## src/rtl/bsr_ram.sv

```systemverilog
// Generic single-write, single-read RAM with registered read data
`timescale 1ns / 1ps
module bsr_ram #(
  parameter int WIDTH = 8,
  parameter int DEPTH = 256
) (
  input  logic                     clk,
  input  logic                     we,
  input  logic [$clog2(DEPTH)-1:0] waddr,
  input  logic [WIDTH-1:0]         wdata,
  input  logic [$clog2(DEPTH)-1:0] raddr,
  output logic [WIDTH-1:0]         rdata
);

  logic [WIDTH-1:0] mem [DEPTH];

  always_ff @(posedge clk) begin
    if (we) begin
      mem[waddr] <= wdata;
    end
    rdata <= mem[raddr];
  end

endmodule

```

## config.mk

```make
export PLATFORM = sky130hd
export DESIGN_NAME = bsr_ram
export DESIGN_NICKNAME = d
export VERILOG_FILES = /design/src/rtl/bsr_ram.sv
export SDC_FILE = /design/constraint.sdc
export NUM_CORES = 2
export LEC_CHECK = 0
export ABC_AREA = 0
export ABC_CLOCK_PERIOD_IN_PS = 2480
export BUFFER_PORTS_ARGS = -buffer_cell sky130_fd_sc_hd__buf_2
export CORE_ASPECT_RATIO = 1.25
export CORE_MARGIN = 5
export CORE_UTILIZATION = 57
export CTS_CLUSTER_SIZE = 12
export DETAILED_ROUTE_END_ITERATION = 12
export MAX_ROUTING_LAYER = met4
export PLACE_DENSITY = 0.76
export SETUP_SLACK_MARGIN = 0.05
export SYNTH_ARGS = -nofsm -noshare
export SYNTH_HDL_FRONTEND = slang
export SYNTH_SLANG_ARGS = --single-unit
export TNS_END_PERCENT = 5
```

## constraint.sdc

```tcl
create_clock -name clk -period 2.48 [get_ports clk]
set_clock_uncertainty 0.15 [all_clocks]
set_input_delay 0.372 -clock clk [delete_from_list [all_inputs] [get_ports clk]]
set_output_delay 0.372 -clock clk [all_outputs]
set_load 0.01 [all_outputs]
```

== Word level (Yosys, flattened, before mapping) ==
Memory sizes are Yosys's and may differ from the RTL's. A register that Yosys moved wholly into a read port is not among the register bits.
Index checks and enable logic that the tools add are counted.
Operators by class
  muxes and demuxes: 2
Operator list (number)
  $mux W1: 2
Storage, ports and cells
  memory bits (writable): 2048
  memories kept: 1
  flip-flop bits (word level): 0
  input port bits: 26
Memories
  mem: words 256, width 8, read ports 1, clocked after memory_dff 1, wr ports 1, RTL line 15  | logic [WIDTH-1:0] mem [DEPTH];

== Longest topological paths before layout ==
  depth in word-level cells: 2
  gate-level depth with buffers: 11
  depth with buffers taken out: 6

== Worst setup path before layout ==
OpenSTA, ideal clock, no wires.
  kind: in2reg
  start point: input port raddr[0]
  end point: register rdata[2] (read register of mem)
  setup time: 0.131 ns
  data required time: 2.199 ns
  data arrival time: 2.179 ns
  stages: 9
  path slack: 0.020 ns
  path through: buf_6 -> buf_12 -> buf_8 -> buf_2 -> mux4_2 -> a22oi_1 -> a21oi_1 -> nor4_1 -> nor4_2
RTL lines
  start, declared: RTL line 11  | input logic [$clog2(DEPTH)-1:0] raddr,
  end, declared: RTL line 12  | output logic [WIDTH-1:0] rdata

==> metrics.md <==
| Metric | Value |
|---|---|
| Chip Width | `344 um` |
| Routed Antenna Nets | `0` |
| Crit. End Element | `register` |
| Pleak | `30.0 nW` |
| Synthesized area | `0.0796 mm2` |
| Cts bufs inserted | `192` |
| Vias in the first global route | `42800` |
| CP Class | `register to register` |
| Async set or reset register ratio after synthesis | `0%` |
| Drc violations | `0` |
| Reg2reg path depth | `6` |
| Num Clock Sinks | `2056` |
| Total track usage | `28.4%` |
| Clk buf depth | `3` |
| Overall power | `0.0682 W` |
| Die Ht | `428 um` |
| Die area | `0.147 mm2` |
| Endpoints failing hold | `0` |
| R2r endpoint | `rdata[1]$_DFF_P_` |
| CP Launch Type | `register` |
| #FFs+latches synth | `2056` |
| Unrepaired setup endpoints after global routing | `true` |
| Wire per inst | `31.6 um` |
| Routed WL | `201 mm` |
| Crit-path max FO | `1` |
| Via count | `42100` |
| Final count of pins violating max slew | `0` |
| WHS Endpoint | `mem[242][5]$_DFFE_PP_` |
| EDFF count, synth | `2048` |
| Most frequent cells in the layout | `edfxtp_1, buf_4, mux4_2` |
| Min Tclk post-route | `2.46 ns` |
| Yosys warnings | `0` |
| Ports | `34` |
| Outcome | `completed` |
| Core region area | `0.139 mm2` |
| R2R Setup Slk | `0.02 ns` |
| Via density | `6.61` |
| PortBufs | `33` |
| First-pass GRT wire length | `292 mm` |
| Worst-Skew Late Latency | `0.82 ns` |
| Reg-to-reg critical path startpoint | `mem[71][1]$_DFFE_PP_` |
| CTS tree | `built` |
| Pwr/cell area | `736 mW/mm2` |
| Clock Root Buffer | `clkbuf_16` |
| DRT iter0 DRCs | `6099` |
| Fill cell total of the finished layout | `8450` |
| Relative slew slack | `47.8%` |
| H-tree levels | `4` |
| Synthesized Nets | `3759` |
| Hold Crit Depth | `1` |
| Max Freq | `407 MHz` |
| Initial antenna violation count | `8` |
| HP Class | `input port to register` |
| Tcrit/Tclk final | `99.0%` |
| Starting Density | `57.2%` |
| Syn Inst Count | `3733` |
| Commonest non-fill, non-tap cell in the layout | `edfxtp_1` |
| Max Cap Viol | `0` |
| Setup Viol. Count Final | `0` |
| Clock slew at reported path FFs | `0.06 ns` |
| Setup_tns | `0 ns` |
| Global route overflow | `0` |
| Final net count | `4464` |
| Worst EP required | `3.00 ns` |
| Worst-case vdd ir drop | `0.777 mV` |
| Synth Flop Type | `edfxtp_1` |
| Hold Crit Start | `wdata[5]` |
| Rows | `153` |
| Post-DP HPWL | `127 mm` |
| Area grow syn2layout | `16.5%` |
| Pre-antenna DRT Iters | `6` |
| Share of cells above drive strength 1 | `32.6%` |
| Worst-Margin Slew | `0.764 ns` |
| Synth cell types | `55` |
| Largest net degree at the start of global routing | `107` |
| CP arrival | `2.97 ns` |
| Mapped Avg Cell Area | `21.3 um2` |
| Register area share after synthesis | `77.5%` |
| RePlAce Congestion | `0.908` |
[sequential cells by signal (all words and copies together), names as in the netlist]
| signal | count |
|---|---|
| rdata | 8 |
| mem | 2048 |
[cells by family (layout without fill, tap and decap cells)]
kind of cell    Yosys count  after routing  share of synthesized area (%)
compound gates          385            385                           3.42
other cells               0             11                              0
mux                     591            591                           14.6
simple gates            466            466                           2.63
flops                  2056           2056                           77.5
buf+inv                 235            991                           1.83
[where the power goes]
part / total [W] / internal [W] / switching, W
Sequential: 0.0384 / 0.0383 / 0.0000503
Combinational: 0.00411 / 0.00166 / 0.00244
Clock: 0.0257 / 0.0141 / 0.0117
Total: 0.0682 / 0.0540 / 0.0142
[routing by layer]
| layer | vias up | part of all wire (%) | GRT usage, % |
|---|---|---|---|
| met4 | 0 | 5.2 | 12.7 |
| met3 | 588 | 10 | 5.59 |
| met5 | - | 0 | - |
| li1 | 17000 | - | - |
| met1 | 21800 | 34 | 36.0 |
| met2 | 2708 | 50 | 45.5 |
[Yosys cell counts (all sizes together), types with 31 or more instances]
library cell | number | area (um2)
nand2 | 33 | 124
a21oi | 96 | 480
a22oi | 133 | 998
buf | 122 | 1030
o221ai | 47 | 418
nand3 | 34 | 170
mux4 | 456 | 10300
nor2 | 282 | 1060
nor2b | 31 | 194
mux2i | 134 | 1340
clkbuf | 111 | 417
edfxtp | 2048 | 61500
[worst max-delay path by stage]
stage	startpoint	to	slack, ns	cells after the start
after floorplan	raddr[0]	rdata[0]$_DFF_P_	0.04	9
after global placement	raddr[0]	rdata[4]$_DFF_P_	-1.11	8
after detailed placement	raddr[0]	rdata[4]$_DFF_P_	-1.14	8
after CTS	mem[67][3]$_DFFE_PP_	rdata[3]$_DFF_P_	0.001	8
after global routing	mem[83][5]$_DFFE_PP_	rdata[5]$_DFF_P_	-0.02	8
final	mem[71][1]$_DFFE_PP_	rdata[1]$_DFF_P_	0.02	6
[final cells by class]
class                   instances  area (um2)  share of cell area, %
repair buffers                744        6600                   7.13
multi-input cells            1442       16900                   18.2
clock inverters                10        83.8                 0.0905
flip-flops and latches       2056       61700                   66.6
well taps                    1860        2330                   2.51
diodes                         11        27.5                 0.0297
clock buffers                 235        5050                   5.45
inverters                       2        7.51                0.00810
[what timing repair did]
action / 4_1_cts / 5_1_grt
hold endpoints to repair: 217 / 0
resized for setup: 35 / 37
setup endpoints to repair: 8 / 8
pin swaps: 8 / 21
hold buffers: 6 / 0
buffers inserted: 0 / 0
[worst max-delay path, stage by stage, from the launching register on]
cell and delay (ns):
edfxtp_1 0.36, mux4_2 0.52, mux4_2 0.52, nor2b_1 0.18, nor4_4 0.30, buf_4 0.23
nor4_1 0.06
[per-stage QoR]
step                instances  worst slack (ns)  area (um2)  hold WS, ns  utilization (%)
floorplan                3733            0.0387       79600        0.321                -
finish                   6360            0.0246       92600       0.0157             66.7
CTS                      6350           0.00139       92400       0.0101             66.5
global route             6356           -0.0223       92600       0.0235             66.7
detailed placement       6099             -1.14       87000        0.672             62.6
global placement         6099             -1.11       87000        0.664             62.6
Note: power is estimated with default switching activity, not from simulation.
