File: src/rtl/bsr_pkg.sv
// Shared constants, codes and types of the backup store hash engine
`timescale 1ns / 1ps
package bsr_pkg;

  localparam int unsigned STORE_BYTES = 131072;
  localparam int ADDR_W = $clog2(STORE_BYTES);
  localparam int LEN_W = $clog2(STORE_BYTES + 1);
  localparam int LIMIT_W = 18;
  localparam logic [LIMIT_W-1:0] STORE_LIMIT = LIMIT_W'(STORE_BYTES);

  localparam logic [31:0] HASH_BASIS = 32'h811C9DC5;
  localparam logic [31:0] HASH_PRIME = 32'h01000193;
  localparam logic [7:0] BLANK_BYTE = 8'hFF;

  localparam logic [2:0] REQ_ARM      = 3'd0;
  localparam logic [2:0] REQ_DISARM   = 3'd1;
  localparam logic [2:0] REQ_WRITE    = 3'd2;
  localparam logic [2:0] REQ_ROLLBACK = 3'd3;
  localparam logic [2:0] REQ_BASELINE = 3'd4;
  localparam logic [2:0] REQ_FINISH   = 3'd5;
  localparam logic [2:0] REQ_QUERY    = 3'd6;

  localparam logic [3:0] Q_ARMED     = 4'd0;
  localparam logic [3:0] Q_APPLIED   = 4'd1;
  localparam logic [3:0] Q_KIND      = 4'd2;
  localparam logic [3:0] Q_BASE_HASH = 4'd3;
  localparam logic [3:0] Q_EXIT_HASH = 4'd4;
  localparam logic [3:0] Q_MODIFIED  = 4'd5;
  localparam logic [3:0] Q_ROLLBACKS = 4'd6;
  localparam logic [3:0] Q_PREFIX    = 4'd7;
  localparam logic [3:0] Q_NON_BLANK = 4'd8;

  localparam logic [1:0] KIND_NONE     = 2'd0;
  localparam logic [1:0] KIND_NEW      = 2'd1;
  localparam logic [1:0] KIND_RESTORED = 2'd2;

  typedef enum logic [1:0] {
    MODE_HASH,
    MODE_COUNT,
    MODE_FILL
  } walk_mode_t;

  typedef struct packed {
    logic             start;
    walk_mode_t       mode;
    logic [LEN_W-1:0] len;
  } walk_cmd_t;

  typedef struct packed {
    logic        done;
    logic [31:0] result;
  } walk_stat_t;

  typedef struct packed {
    logic              we;
    logic [ADDR_W-1:0] waddr;
    logic [ADDR_W-1:0] raddr;
  } mem_req_t;

endpackage

File: src/rtl/bsr_walk.sv
// Store walker: one pass for FNV-1a hash, non-blank count or blank fill
`timescale 1ns / 1ps
module bsr_walk import bsr_pkg::*; (
  input  logic       clk,
  input  logic       rst,
  input  walk_cmd_t  cmd,
  input  logic [7:0] rdata,
  output walk_stat_t stat,
  output mem_req_t   mem
);

  logic             busy;
  walk_mode_t       mode;
  logic [LEN_W-1:0] len;
  logic [LEN_W-1:0] cnt;
  logic             rd_vld;
  logic [31:0]      acc;
  logic             issue;
  logic [31:0]      hash_step;
  logic [31:0]      count_step;

  always_comb begin
    issue       = busy && (cnt != len);
    mem.we      = issue && (mode == MODE_FILL);
    mem.waddr   = cnt[ADDR_W-1:0];
    mem.raddr   = cnt[ADDR_W-1:0];
    stat.done   = busy && !issue && !rd_vld;
    stat.result = acc;
    hash_step   = (acc ^ {24'd0, rdata}) * HASH_PRIME;
    count_step  = acc + {31'd0, (rdata != BLANK_BYTE)};
  end

  always_ff @(posedge clk) begin
    if (rst) begin
      busy   <= 1'b1;
      mode   <= MODE_FILL;
      len    <= LEN_W'(STORE_BYTES);
      cnt    <= '0;
      rd_vld <= 1'b0;
      acc    <= '0;
    end else begin
      rd_vld <= issue && (mode != MODE_FILL);
      if (cmd.start) begin
        busy <= 1'b1;
        mode <= cmd.mode;
        len  <= cmd.len;
        cnt  <= '0;
        acc  <= (cmd.mode == MODE_HASH) ? HASH_BASIS : 32'd0;
      end else begin
        if (issue) begin
          cnt <= cnt + 1'b1;
        end
        if (stat.done) begin
          busy <= 1'b0;
        end
        if (rd_vld) begin
          acc <= (mode == MODE_HASH) ? hash_step : count_step;
        end
      end
    end
  end

endmodule

File: config.mk
export PLATFORM = sky130hd
export DESIGN_NAME = bsr_walk
export DESIGN_NICKNAME = d
export VERILOG_FILES = /design/src/rtl/bsr_pkg.sv /design/src/rtl/bsr_walk.sv
export SDC_FILE = /design/constraint.sdc
export NUM_CORES = 1
export LEC_CHECK = 0
export BUFFER_PORTS_ARGS = -buffer_cell sky130_fd_sc_hd__buf_2
export CAP_MARGIN = 20
export CORE_ASPECT_RATIO = 1.1
export CORE_MARGIN = 4
export CORE_UTILIZATION = 50
export CTS_BUF_LIST = sky130_fd_sc_hd__clkbuf_2
export CTS_CLUSTER_SIZE = 10
export DETAILED_ROUTE_END_ITERATION = 8
export GPL_TIMING_DRIVEN = 0
export PLACE_DENSITY = 0.81
export SKIP_LAST_GASP = 1
export SYNTH_ARGS = -nofsm -noshare
export SYNTH_HDL_FRONTEND = slang
export SYNTH_SLANG_ARGS = --single-unit
File: constraint.sdc
create_clock -name clk -period 7.85 [get_ports clk]
set_input_delay 1.57 -clock clk [delete_from_list [all_inputs] [get_ports clk]]
set_output_delay 1.57 -clock clk [all_outputs]
set_load 0.01 [all_outputs]
== After elaboration in Yosys (flattened, before gate mapping) ==
Cells that the tools add are included.
Storage, ports and cells
  register bits after elaboration: 72
  output and inout bits: 68
  word-level logic and storage cells: 29
Operators by class
  $add $sub $neg: 2
  $mul: 1
  equal/unequal tests: 4
  multiplexer cells: 4
  bitwise gates (word level): 1
  reduce and logical (&&, ||, !) cells: 11
Operators with widths (number)
  $mux 32: 4
  $add 32x1->32: 1
  $mul 32x25->32 const B: 1
  $xor 32x8->32: 1
  $add 18x1->18 const B: 1
  $ne 18x18->1: 1
  $ne 8x8->1 const B: 1
  $logic_and 1x1->1: 5
  $logic_not 2->1: 2
  $eq 2x2->1 const B: 1
  $logic_not 1->1: 2
  $ne 2x2->1 const B: 1
  $reduce_bool 2->1: 1
  $reduce_or 2->1: 1

== Depth between registers and ports, before layout ==
Gate-level depths: netlist of the first run.
  depth in word-level cells: 5
  mapped depth: 21
  mapped depth without buffers: 21

== Least setup slack after synthesis of the first run ==
Ideal clock, no wire load.
  path kind: input port to flip-flop
  start point: input rdata[7]
  end point: register acc[22]
  library setup time: 0.114 ns
  data arrival time: 6.467 ns
  required time: 7.736 ns
  setup slack: 1.268 ns
  cell stages on the path: 18
  path through: xor2_1 > ha_1 > ha_1 > fa_1 > ha_1 > fa_1 > ha_1 > inv_1 > fa_1 > inv_1 > ha_1 > a21o_1 > a21o_1 > a221oi_1 > o211ai_1 > a21oi_1 > xor2_1 > a2111oi_0
Between the ends
  longest elaborated chain between the ends: 5
RTL lines
  from (decl): line bsr_walk.sv:7  | input logic [7:0] rdata,
  $xor 32x8->32 or $ne 8x8->1 (tied branches): line bsr_walk.sv:29, bsr_walk.sv:30
  $mul 32x25->32 or $add 32x1->32 (tied branches): line bsr_walk.sv:29, bsr_walk.sv:30
  $mux 32 (*): line bsr_walk.sv:57  | acc <= (mode == MODE_HASH) ? hash_step : count_step;
  $mux 32 (*): line bsr_walk.sv:56  | if (rd_vld) begin
  $mux 32 (*): line bsr_walk.sv:43  | if (cmd.start) begin
  to (signal assigned): line bsr_walk.sv:48  | acc <= (cmd.mode == MODE_HASH) ? HASH_BASIS : 32'd0;
  to (signal assigned): line bsr_walk.sv:57
  to (decl): line bsr_walk.sv:17  | logic [31:0] acc;
Mark *: on every way between the ends. The rest lies on a longest branch, timed or not. The select of a mux whose other input is x is not followed.
A chain may end at the register's enable or synchronous reset.

== Final worst setup path of the first run ==
  start point: input rdata[6]
  end point: register acc[31]
The elaborated chain is that of the path after synthesis.

==> impl_metrics.py, run 1 <==
metrics = {
    "status": {
        "status": "complete, no violations",
    },
    "sta": {
        "rsz0062_at_grt": "false",
        "final-setup-viol-count": 0,
        "period_share_pct": 89.7,
        "fmax_mhz": 142,
        "finalSetupTns_ns": 0,
        "tightest_slew_ns": 1.10,
        "period_needed_ns": 7.04,
        "fin_skew_ns": 0.0229,
        "hold_viol": 0,
        "drv_slew": 0,
        "maxSlewHeadroom_pct": 26.6,
    },
    "logic_synthesis": {
        "yosys.cell_types.count": 63,
        "synth-edff-count": 0,
        "postSynthCellCount": 1151,
        "yosysTopAreaCellShare_pct": 24.0,
        "avgSynthCellArea_um2": 8.56,
        "yosysSeqAreaShare_pct": 14.6,
        "yosys-top-cells-area": "ha_1, fa_1, dfxtp_1, inv_1, xnor2_1",
        "ys_ff_latch": 72,
        "ys_async_sr_fraction_pct": 0,
        "synth_flop_cell": "dfxtp_1",
        "yosys_warnings": 0,
        "syn-num-nets": 1445,
        "synth_top_cell_by_area": "ha_1",
        "synth_area_um2": 9860,
    },
    "run": {
        "drv_cap": 0,
    },
    "drt": {
        "drt_iter0_drc": 840,
        "antenna_left": 0,
        "wire_per_inst_um": 17.8,
        "drt-total-wl_um": 26900,
        "avgViaCountPerCell": 5.71,
        "vias": 8640,
        "first_pass_iters": 7,
        "drc": 0,
    },
    "placed_design": {
        "place_hpwl_um": 22100,
        "portBuffers": 98,
        "dpl_cell_area_um2": 10700,
        "gp_congestion": 0.969,
    },
    "worst_setup_path": {
        "r2r_setup_slack_ns": 1.33,
        "max_stage_delay_ns": 0.84,
        "reg2regPathDepth": 20,
        "setup.worst_path.class": "input pin to register",
        "worstSetupStartpointType": "input pin",
        "path_depth": 20,
        "cp_num_buf_inv": 3,
        "cp_max_fo": 6,
        "cp_common_cell": "ha_1",
        "crit_arrival_ns": 7.54,
        "crit_path_top_delay_cell": "xor2_1",
        "path_cells": "buf_2, xor2_1, ha_1, ha_1, fa_1, ha_1, fa_1, ha_1, inv_1, fa_1, inv_1, ha_1, a21o_1, a211oi_1, nor2_1, a31oi_1, a211oi_1, nor3b_1, nor3_1, o32ai_1",
        "critical-path-top-delay-family": "adder cells",
        "end_kind": "register",
        "crit_required_ns": 8.35,
    },
    "clock_tree": {
        "cts.sinks": 72,
        "cts_resized": 0,
        "clkTransAtPathRegs_ns": 0.23,
        "cts_buffers": 9,
        "cts_setup_buffers": 0,
        "hold_buffers": 0,
        "tritoncts": "built",
        "htreeDepth": 3,
        "worstSkewPairLatency_ns": 0.57,
        "clockBufferDepth": 2,
        "root_buffer": "clkbuf_2",
    },
    "final_layout": {
        "layout.nets": 1555,
        "drive_above_1_share_pct": 13.4,
        "design_area_um2": 10800,
        "syn_to_final_growth_pct": 9.46,
    },
    "worst_hold_path": {
        "hold_path_class": "register to register",
        "hold_path_depth": 2,
    },
    "die": {
        "start_util_pct": 51.2,
        "die_x_um": 142,
        "row_count": 53,
        "die_height_um": 155,
        "die-area_um2": 22000,
        "io_pins": 99,
        "design.core.area_um2": 19200,
    },
    "global_routing": {
        "met2_usage_pct": 42.0,
        "grt_max_degree": 15,
        "grt_pass1_vias": 8587,
        "grt_pass1_wl_um": 43300,
        "antenna_found_initial": 1,
        "use_met1_pct": 31.4,
        "grt_use_total_pct": 24.6,
        "top_usage_layer": "met2",
        "met3_usage_pct": 4.33,
        "overflow": 0,
    },
    "power": {
        "swShare_pct": 47.3,
        "ir_worst_vdd_mv": 0.154,
        "leakagePower_nw": 5.79,
        "p_switching_mw": 0.755,
        "intPower_mw": 0.843,
        "p_seq_share_pct": 25.0,
        "power_density_nw_per_um2": 148,
        "share_comb_of_total_power_pct": 60.5,
        "p_clk_share_pct": 14.5,
    },
}
## worst register-to-register path: stages, from the launching register on
cell,delay [ns]
dfxtp_1,0.37
buf_2,0.20
xor2_1,0.88
ha_1,0.39
ha_1,0.30
fa_1,0.48
ha_1,0.21
fa_1,0.47
ha_1,0.29
inv_1,0.05
fa_1,0.52
inv_1,0.04
ha_1,0.37
a21o_1,0.23
a211oi_1,0.23
nor2_1,0.11
a31oi_1,0.37
a211oi_1,0.19
nor3b_1,0.40
nor3_1,0.12
o32ai_1,0.25
## kinds of logic after synthesis
logic type                 after synthesis  synth area share (%)
AOI/OAI and AO/OA                      196                  12.7
xor gates and xnor gates                75                  6.66
adders and majority gates              263                  39.0
buffers and inverters                  264                  11.5
DFF                                     72                  14.6
muxes                                   22                  2.25
and+or+nand+nor                        259                  13.3
## power by group through the flow
stage / logic (mW) / registers, mW / clock network [mW]
after global routing: 1.11 / 0.402 / 0.244
final: 0.967 / 0.400 / 0.232
after global placement: 0.925 / 0.406 / 0
after floorplan: 0.724 / 0.401 / 0
after CTS: 0.959 / 0.399 / 0.228
after detailed placement: 0.951 / 0.407 / 0
## routing by layer
layer,up-vias,wire length [µm]
li1,4075,-
met5,-,0
met2,345,13200
met4,0,869
met3,78,1950
met1,4142,10900
## sequential cells by signal, summed over array words and instances (netlist names)
signal / flops
acc: 32
cnt: 18
len: 18
mode: 2
busy: 1
rd_vld: 1
## synthesized netlist by cell type, types with 3 or more instances
cell type and instances:
nand3_1 28, nand2b_1 5, and2_1 6, dfxtp_1 72, or2_2 6, nor3_1 20
o31ai_1 6, a221oi_1 6, buf_4 36, ha_1 189, and4_1 4, a41o_1 3
nand2_1 56, a31oi_1 4, mux2i_1 21, fa_1 74, o211ai_1 5, nor3b_1 6
nand4_1 18, a211oi_1 9, nor4_1 6, clkbuf_1 19, o21ai_0 41, a221o_1 3
nor2b_1 6, inv_1 199, xnor2_1 42, o21bai_1 3, a21o_1 15, a211o_1 4
buf_1 8, o21a_1 8, xor2_1 33, or3_1 7, and3_1 5, o22ai_1 11
nor2_1 74, a21oi_1 60
## path summary, 6_finish.rpt
path / start / end
max: rdata[6] / acc[31]$_SDFFE_PP0P_
min: len[13]$_SDFFE_PP0P_ / len[13]$_SDFFE_PP0P_
max reg2reg: acc[6]$_SDFFE_PP0P_ / acc[31]$_SDFFE_PP0P_
min reg2reg: len[13]$_SDFFE_PP0P_ / len[13]$_SDFFE_PP0P_
## area by class of cell
cell class | instances | area (µm²)
fillers | 1757 | 8440
multi-input cells | 815 | 7290
flip-flops and latches | 72 | 1440
inverters | 199 | 747
repair buffers | 99 | 498
plain buffers | 65 | 382
well taps | 247 | 309
clock inverters | 7 | 77.6
clock buffers | 9 | 45.0
diodes | 1 | 2.50
## placed cells by master (no fill, tap or decap), types with 4 or more instances in the layout
cell and count:
a21oi_1 60, nand4_1 18, nand2b_1 5, or3_1 7
o31ai_1 6, a211o_1 4, or2_2 6, a221oi_1 6
mux2i_1 21, inv_1 199, o21ai_0 41, and2_1 6
clkbuf_2 9, and3_1 5, ha_1 189, nor4_1 6
o21a_1 8, o211ai_1 5, a21o_1 15, o22ai_1 11
nor2_1 74, nor2b_1 6, fa_1 74, and4_1 4
xnor2_1 42, buf_2 100, a211oi_1 9, nand3_1 28
buf_4 37, a31oi_1 4, nor3_1 20, dfxtp_1 72
nand2_1 56, nor3b_1 6, xor2_1 33, clkbuf_1 19
buf_1 8
## stage by stage
| step | hold WS [ns] | setup slack, ns | cells | power [mW] | util [%] |
|---|---|---|---|---|---|
| finish | 0.543 | 0.809 | 1514 | 1.60 | 56.1 |
| global route | 0.590 | 0.415 | 1514 | 1.75 | 56.1 |
| CTS | 0.546 | 0.755 | 1512 | 1.59 | 56.0 |
| detailed placement | 0.508 | 0.181 | 1496 | 1.36 | 55.4 |
| global placement | 0.494 | 0.292 | 1496 | 1.33 | 55.4 |
| floorplan | 0.481 | 1.27 | 1151 | 1.12 | - |
Power figures use the tool's default switching activity.
==> run 2: changes to the inputs <==
--- a/config.mk
+++ b/config.mk
@@ -9,12 +9,12 @@
 export CAP_MARGIN = 20
 export CORE_ASPECT_RATIO = 1.1
 export CORE_MARGIN = 4
-export CORE_UTILIZATION = 50
+export CORE_UTILIZATION = 34
 export CTS_BUF_LIST = sky130_fd_sc_hd__clkbuf_2
 export CTS_CLUSTER_SIZE = 10
 export DETAILED_ROUTE_END_ITERATION = 8
 export GPL_TIMING_DRIVEN = 0
-export PLACE_DENSITY = 0.81
+export PLACE_DENSITY = 0.63
 export SKIP_LAST_GASP = 1
 export SYNTH_ARGS = -nofsm -noshare
 export SYNTH_HDL_FRONTEND = slang
==> impl_metrics.py, run 2 (same netlist as run 1, synthesis figures left out) <==
metrics = {
    "status": {
        "status": "complete, no violations",
    },
    "final_layout": {
        "ff_latch_area_um2": 1440,
        "n_fill_cell": 3042,
        "fin_util_pct": 38.3,
        "layout.nets": 1555,
        "layout_commonest_cell": "inv_1",
        "final_cell_mix": "inv_1, ha_1, buf_2",
        "syn_to_final_growth_pct": 11.2,
        "multi_input_area_um2": 7290,
        "top_regs": "acc (32), cnt (18), len (18)",
        "largest-register": "acc",
        "largest_reg_flops": 32,
        "design_area_um2": 11000,
        "drive_above_1_share_pct": 13.4,
        "fin_cells": 1634,
    },
    "clock_tree": {
        "htreeDepth": 3,
        "clockBufferDepth": 2,
        "root_buffer": "clkbuf_2",
        "worstSkewPairLatency_ns": 0.59,
        "cts_setup_buffers": 0,
        "cts_resized": 0,
        "clkTransAtPathRegs_ns": 0.22,
        "hold_buffers": 0,
        "tritoncts": "built",
        "cts_buffers": 9,
        "cts.sinks": 72,
    },
    "drt": {
        "drt_iter0_drc": 644,
        "first_pass_iters": 6,
        "vias": 8393,
        "drt-total-wl_um": 27800,
        "avgViaCountPerCell": 5.14,
        "antenna_left": 0,
        "wire_per_inst_um": 17.0,
        "drc": 0,
    },
    "die": {
        "die_height_um": 187,
        "row_count": 65,
        "design.core.area_um2": 28600,
        "die-area_um2": 31800,
        "die_x_um": 170,
        "io_pins": 99,
        "start_util_pct": 34.4,
    },
    "placed_design": {
        "place_hpwl_um": 22700,
        "pre_cts_slack_ns": 0.0536,
        "portBuffers": 98,
        "dp.cells": 1618,
        "dpl_cell_area_um2": 10800,
        "gp_congestion": 0.908,
    },
    "worst_setup_path": {
        "cp_common_cell": "ha_1",
        "path_cells": "buf_2, xor2_1, ha_1, ha_1, fa_1, ha_1, fa_1, ha_1, inv_1, fa_1, inv_1, ha_1, a21o_1, a21o_1, a221oi_1, o211ai_1, a21oi_1, xor2_1, a2111oi_0",
        "cp_max_fo": 7,
        "max_stage_delay_ns": 0.85,
        "setup.worst_path.class": "input pin to register",
        "r2r_setup_slack_ns": 1.14,
        "crit_required_ns": 8.32,
        "crit_path_top_delay_cell": "xor2_1",
        "crit_arrival_ns": 7.65,
        "worstSetupStartpointType": "input pin",
        "end_kind": "register",
    },
    "sta": {
        "fmax_mhz": 139,
        "final-setup-viol-count": 0,
        "fin_skew_ns": 0.0316,
        "drv_slew": 0,
        "maxSlewHeadroom_pct": 26.0,
        "rsz0062_at_grt": "false",
        "holdWs_ns": 0.542,
        "hold_viol": 0,
        "setup_slack_ns": 0.675,
        "tightest_slew_ns": 1.11,
        "period_share_pct": 91.4,
        "period_needed_ns": 7.18,
        "finalSetupTns_ns": 0,
    },
    "global_routing": {
        "grt_use_total_pct": 17.9,
        "grt_max_degree": 14,
        "overflow": 0,
        "grt_pass1_wl_um": 46000,
        "grt_pass1_vias": 8601,
        "antenna_found_initial": 1,
    },
    "run": {
        "drv_cap": 0,
    },
    "power": {
        "ir_worst_vdd_mv": 0.147,
        "fin_total_pwr_mw": 1.62,
        "power_density_nw_per_um2": 148,
        "leakagePower_nw": 5.79,
    },
    "worst_hold_path": {
        "hold_path_class": "register to register",
    },
}
run 2: path summary, 6_finish.rpt:
path,from,end,cells past startpoint
min reg2reg,len[13]$_SDFFE_PP0P_,len[13]$_SDFFE_PP0P_,2
max,rdata[6],acc[22]$_SDFFE_PP0P_,19
min,len[13]$_SDFFE_PP0P_,len[13]$_SDFFE_PP0P_,2
max reg2reg,acc[6]$_SDFFE_PP0P_,acc[22]$_SDFFE_PP0P_,19
run 2: area by class of cell:
class,instances,area share [%]
clock buffers,9,0.411
diodes,1,0.0228
inverters,199,6.82
repair buffers,99,4.55
plain buffers,65,3.48
clock inverters,6,0.857
multi-input cells,815,66.5
well taps,368,4.20
flip-flops and latches,72,13.2
run 2: report_power, final:
group,internal (mW),switching (mW),total (mW)
Sequential,0.379,0.0209,0.400
Clock,0.106,0.155,0.260
Combinational,0.385,0.575,0.960
Total,0.870,0.750,1.62
run 2: worst max-delay path: cells and delay by family:
family / cells / cell delay [ns]
AO/OA/AOI/OAI: 6 / 1.84
adder cells (fa/ha/maj): 8 / 3.05
XOR/XNOR: 2 / 0.99
buffers and inverters: 3 / 0.20
run 2: per-layer routing:
metal	up-vias	global-route usage (%)	wire length (µm)
li1	4083	-	-
met1	3987	24.6	12500
met2	267	29.7	13200
met3	56	2.03	1390
met4	0	5.22	736
met5	-	0	0
==> run 3: changes to the inputs <==
--- a/config.mk
+++ b/config.mk
@@ -11,9 +11,9 @@
 export CORE_MARGIN = 4
 export CORE_UTILIZATION = 34
 export CTS_BUF_LIST = sky130_fd_sc_hd__clkbuf_2
-export CTS_CLUSTER_SIZE = 10
+export CTS_CLUSTER_SIZE = 12
 export DETAILED_ROUTE_END_ITERATION = 8
-export GPL_TIMING_DRIVEN = 0
+export HOLD_SLACK_MARGIN = 0.15
 export PLACE_DENSITY = 0.63
 export SKIP_LAST_GASP = 1
 export SYNTH_ARGS = -nofsm -noshare
==> impl_metrics.py, run 3 (same netlist as run 1, synthesis figures left out) <==
metrics = {
    "clock_tree": {
        "clkTransAtPathRegs_ns": 0.24,
        "root_buffer": "clkbuf_2",
        "cts.sinks": 72,
        "worstSkewPairLatency_ns": 0.61,
        "htreeDepth": 3,
        "cts_buffers": 9,
        "clockBufferDepth": 2,
        "cts_resized": 0,
        "cts_setup_buffers": 0,
        "tritoncts": "built",
        "hold_buffers": 0,
    },
    "final_layout": {
        "largest-register": "acc",
        "n_fill_cell": 2993,
        "top_regs": "acc (32), cnt (18), len (18)",
        "drive_above_1_share_pct": 11.4,
        "multi_input_area_um2": 7290,
        "layout_commonest_cell": "inv_1",
        "final_cell_mix": "inv_1, ha_1, buf_2",
        "largest_reg_flops": 32,
        "fin_util_pct": 37.0,
        "layout.nets": 1496,
        "ff_latch_area_um2": 1440,
        "syn_to_final_growth_pct": 7.52,
        "design_area_um2": 10600,
    },
    "global_routing": {
        "grt_max_degree": 46,
        "antenna_found_initial": 1,
        "met3_usage_pct": 1.91,
        "met2_usage_pct": 29.0,
        "overflow": 0,
        "grt_use_total_pct": 17.0,
        "top_usage_layer": "met2",
        "grt_pass1_wl_um": 43500,
        "grt_pass1_vias": 8249,
        "use_met1_pct": 22.7,
    },
    "die": {
        "row_count": 65,
        "io_pins": 99,
        "start_util_pct": 34.4,
        "die_x_um": 170,
        "die_height_um": 187,
        "die-area_um2": 31800,
        "design.core.area_um2": 28600,
    },
    "drt": {
        "vias": 8090,
        "drt-total-wl_um": 26700,
        "antenna_left": 0,
        "avgViaCountPerCell": 5.14,
        "drt_iter0_drc": 430,
        "first_pass_iters": 7,
        "drc": 0,
        "wire_per_inst_um": 16.9,
    },
    "status": {
        "status": "complete, no violations",
    },
    "run": {
        "drv_cap": 0,
    },
    "worst_setup_path": {
        "critPathLaunch": "rdata[7]",
        "crit_required_ns": 8.38,
        "cp_max_fo": 7,
        "end_kind": "register",
        "setup.worst_path.class": "input pin to register",
        "reg2reg_from": "acc[7]$_SDFFE_PP0P_",
        "crit_arrival_ns": 7.51,
        "worstSetupStartpointType": "input pin",
    },
    "sta": {
        "finalSetupTns_ns": 0,
        "hold_viol": 0,
        "maxSlewHeadroom_pct": 29.6,
        "period_share_pct": 88.9,
        "period_needed_ns": 6.98,
        "drv_slew": 0,
        "setup_slack_ns": 0.869,
        "fin_skew_ns": 0.0274,
        "tightest_slew_ns": 1.05,
        "rsz0062_at_grt": "false",
        "fmax_mhz": 143,
        "final-setup-viol-count": 0,
    },
    "placed_design": {
        "place_hpwl_um": 21200,
        "pre_cts_slack_ns": 0.272,
        "dpl_cell_area_um2": 10500,
        "portBuffers": 98,
        "gp_congestion": 0.890,
    },
    "power": {
        "leakagePower_nw": 5.57,
        "power_density_nw_per_um2": 149,
        "ir_worst_vdd_mv": 0.143,
    },
    "worst_hold_path": {
        "hold_path_class": "register to register",
        "hp-start": "len[13]$_SDFFE_PP0P_",
    },
}
## run 3: changes by cell type in the layout (fill, tap and decap cells not counted), moves of 2 or more
cell	delta
buf_1	-8
buf_4	-30
clkbuf_1	-19
buf_2	-2
## run 3: per-layer routing
layer	vias up	share of wire, %
li1	3971	-
met1	3836	45
met2	240	48
met3	43	4.9
met4	0	2.1
met5	-	0
## run 3: worst paths after layout
check                           cells past startpoint                   end  slack [ns]
worst max-delay path                               19  acc[22]$_SDFFE_PP0P_        0.87
worst min-delay path                                2  len[13]$_SDFFE_PP0P_        0.54
worst max register to register                     18  acc[22]$_SDFFE_PP0P_        1.37
worst min register to register                      2  len[13]$_SDFFE_PP0P_        0.54
## run 3: area by class of cell
class | instances | area share, %
multi-input combinational | 815 | 68.8
clock inverter | 6 | 0.649
antenna | 1 | 0.0236
clock buffer | 9 | 0.425
sequential | 72 | 13.6
inverter | 199 | 7.05
tap | 368 | 4.35
timing repair buffer | 105 | 5.12
## run 3: worst max-delay path, cell delays in order
cell and delay, ns:
buf_2 0.11, xor2_1 0.81, ha_1 0.39, ha_1 0.30, fa_1 0.49, ha_1 0.21, fa_1 0.47, ha_1 0.29
inv_1 0.05, fa_1 0.53, inv_1 0.04, ha_1 0.37, a21o_1 0.23, a21o_1 0.18, a221oi_1 0.40, o211ai_1 0.25
a21oi_1 0.34, xor2_1 0.11, a2111oi_0 0.37
## run 3: stage by stage
| step | hold WS (ns) | instances | total power, mW |
|---|---|---|---|
| 2_1_floorplan | 0.481 | 1151 | 1.12 |
| 3_3_place_gp | 0.496 | 1559 | 1.33 |
| 3_5_place_dp | 0.507 | 1559 | 1.35 |
| 4_1_cts | 0.545 | 1574 | 1.59 |
| 5_1_grt | 0.576 | 1575 | 1.76 |
| 6_report | 0.544 | 1575 | 1.58 |
## run 3: power breakdown
part           switching [mW]  total [mW]  internal, mW
combinational           0.560       0.944         0.384
clock                   0.160       0.234        0.0741
sequential             0.0221       0.401         0.379
total                   0.742        1.58         0.837
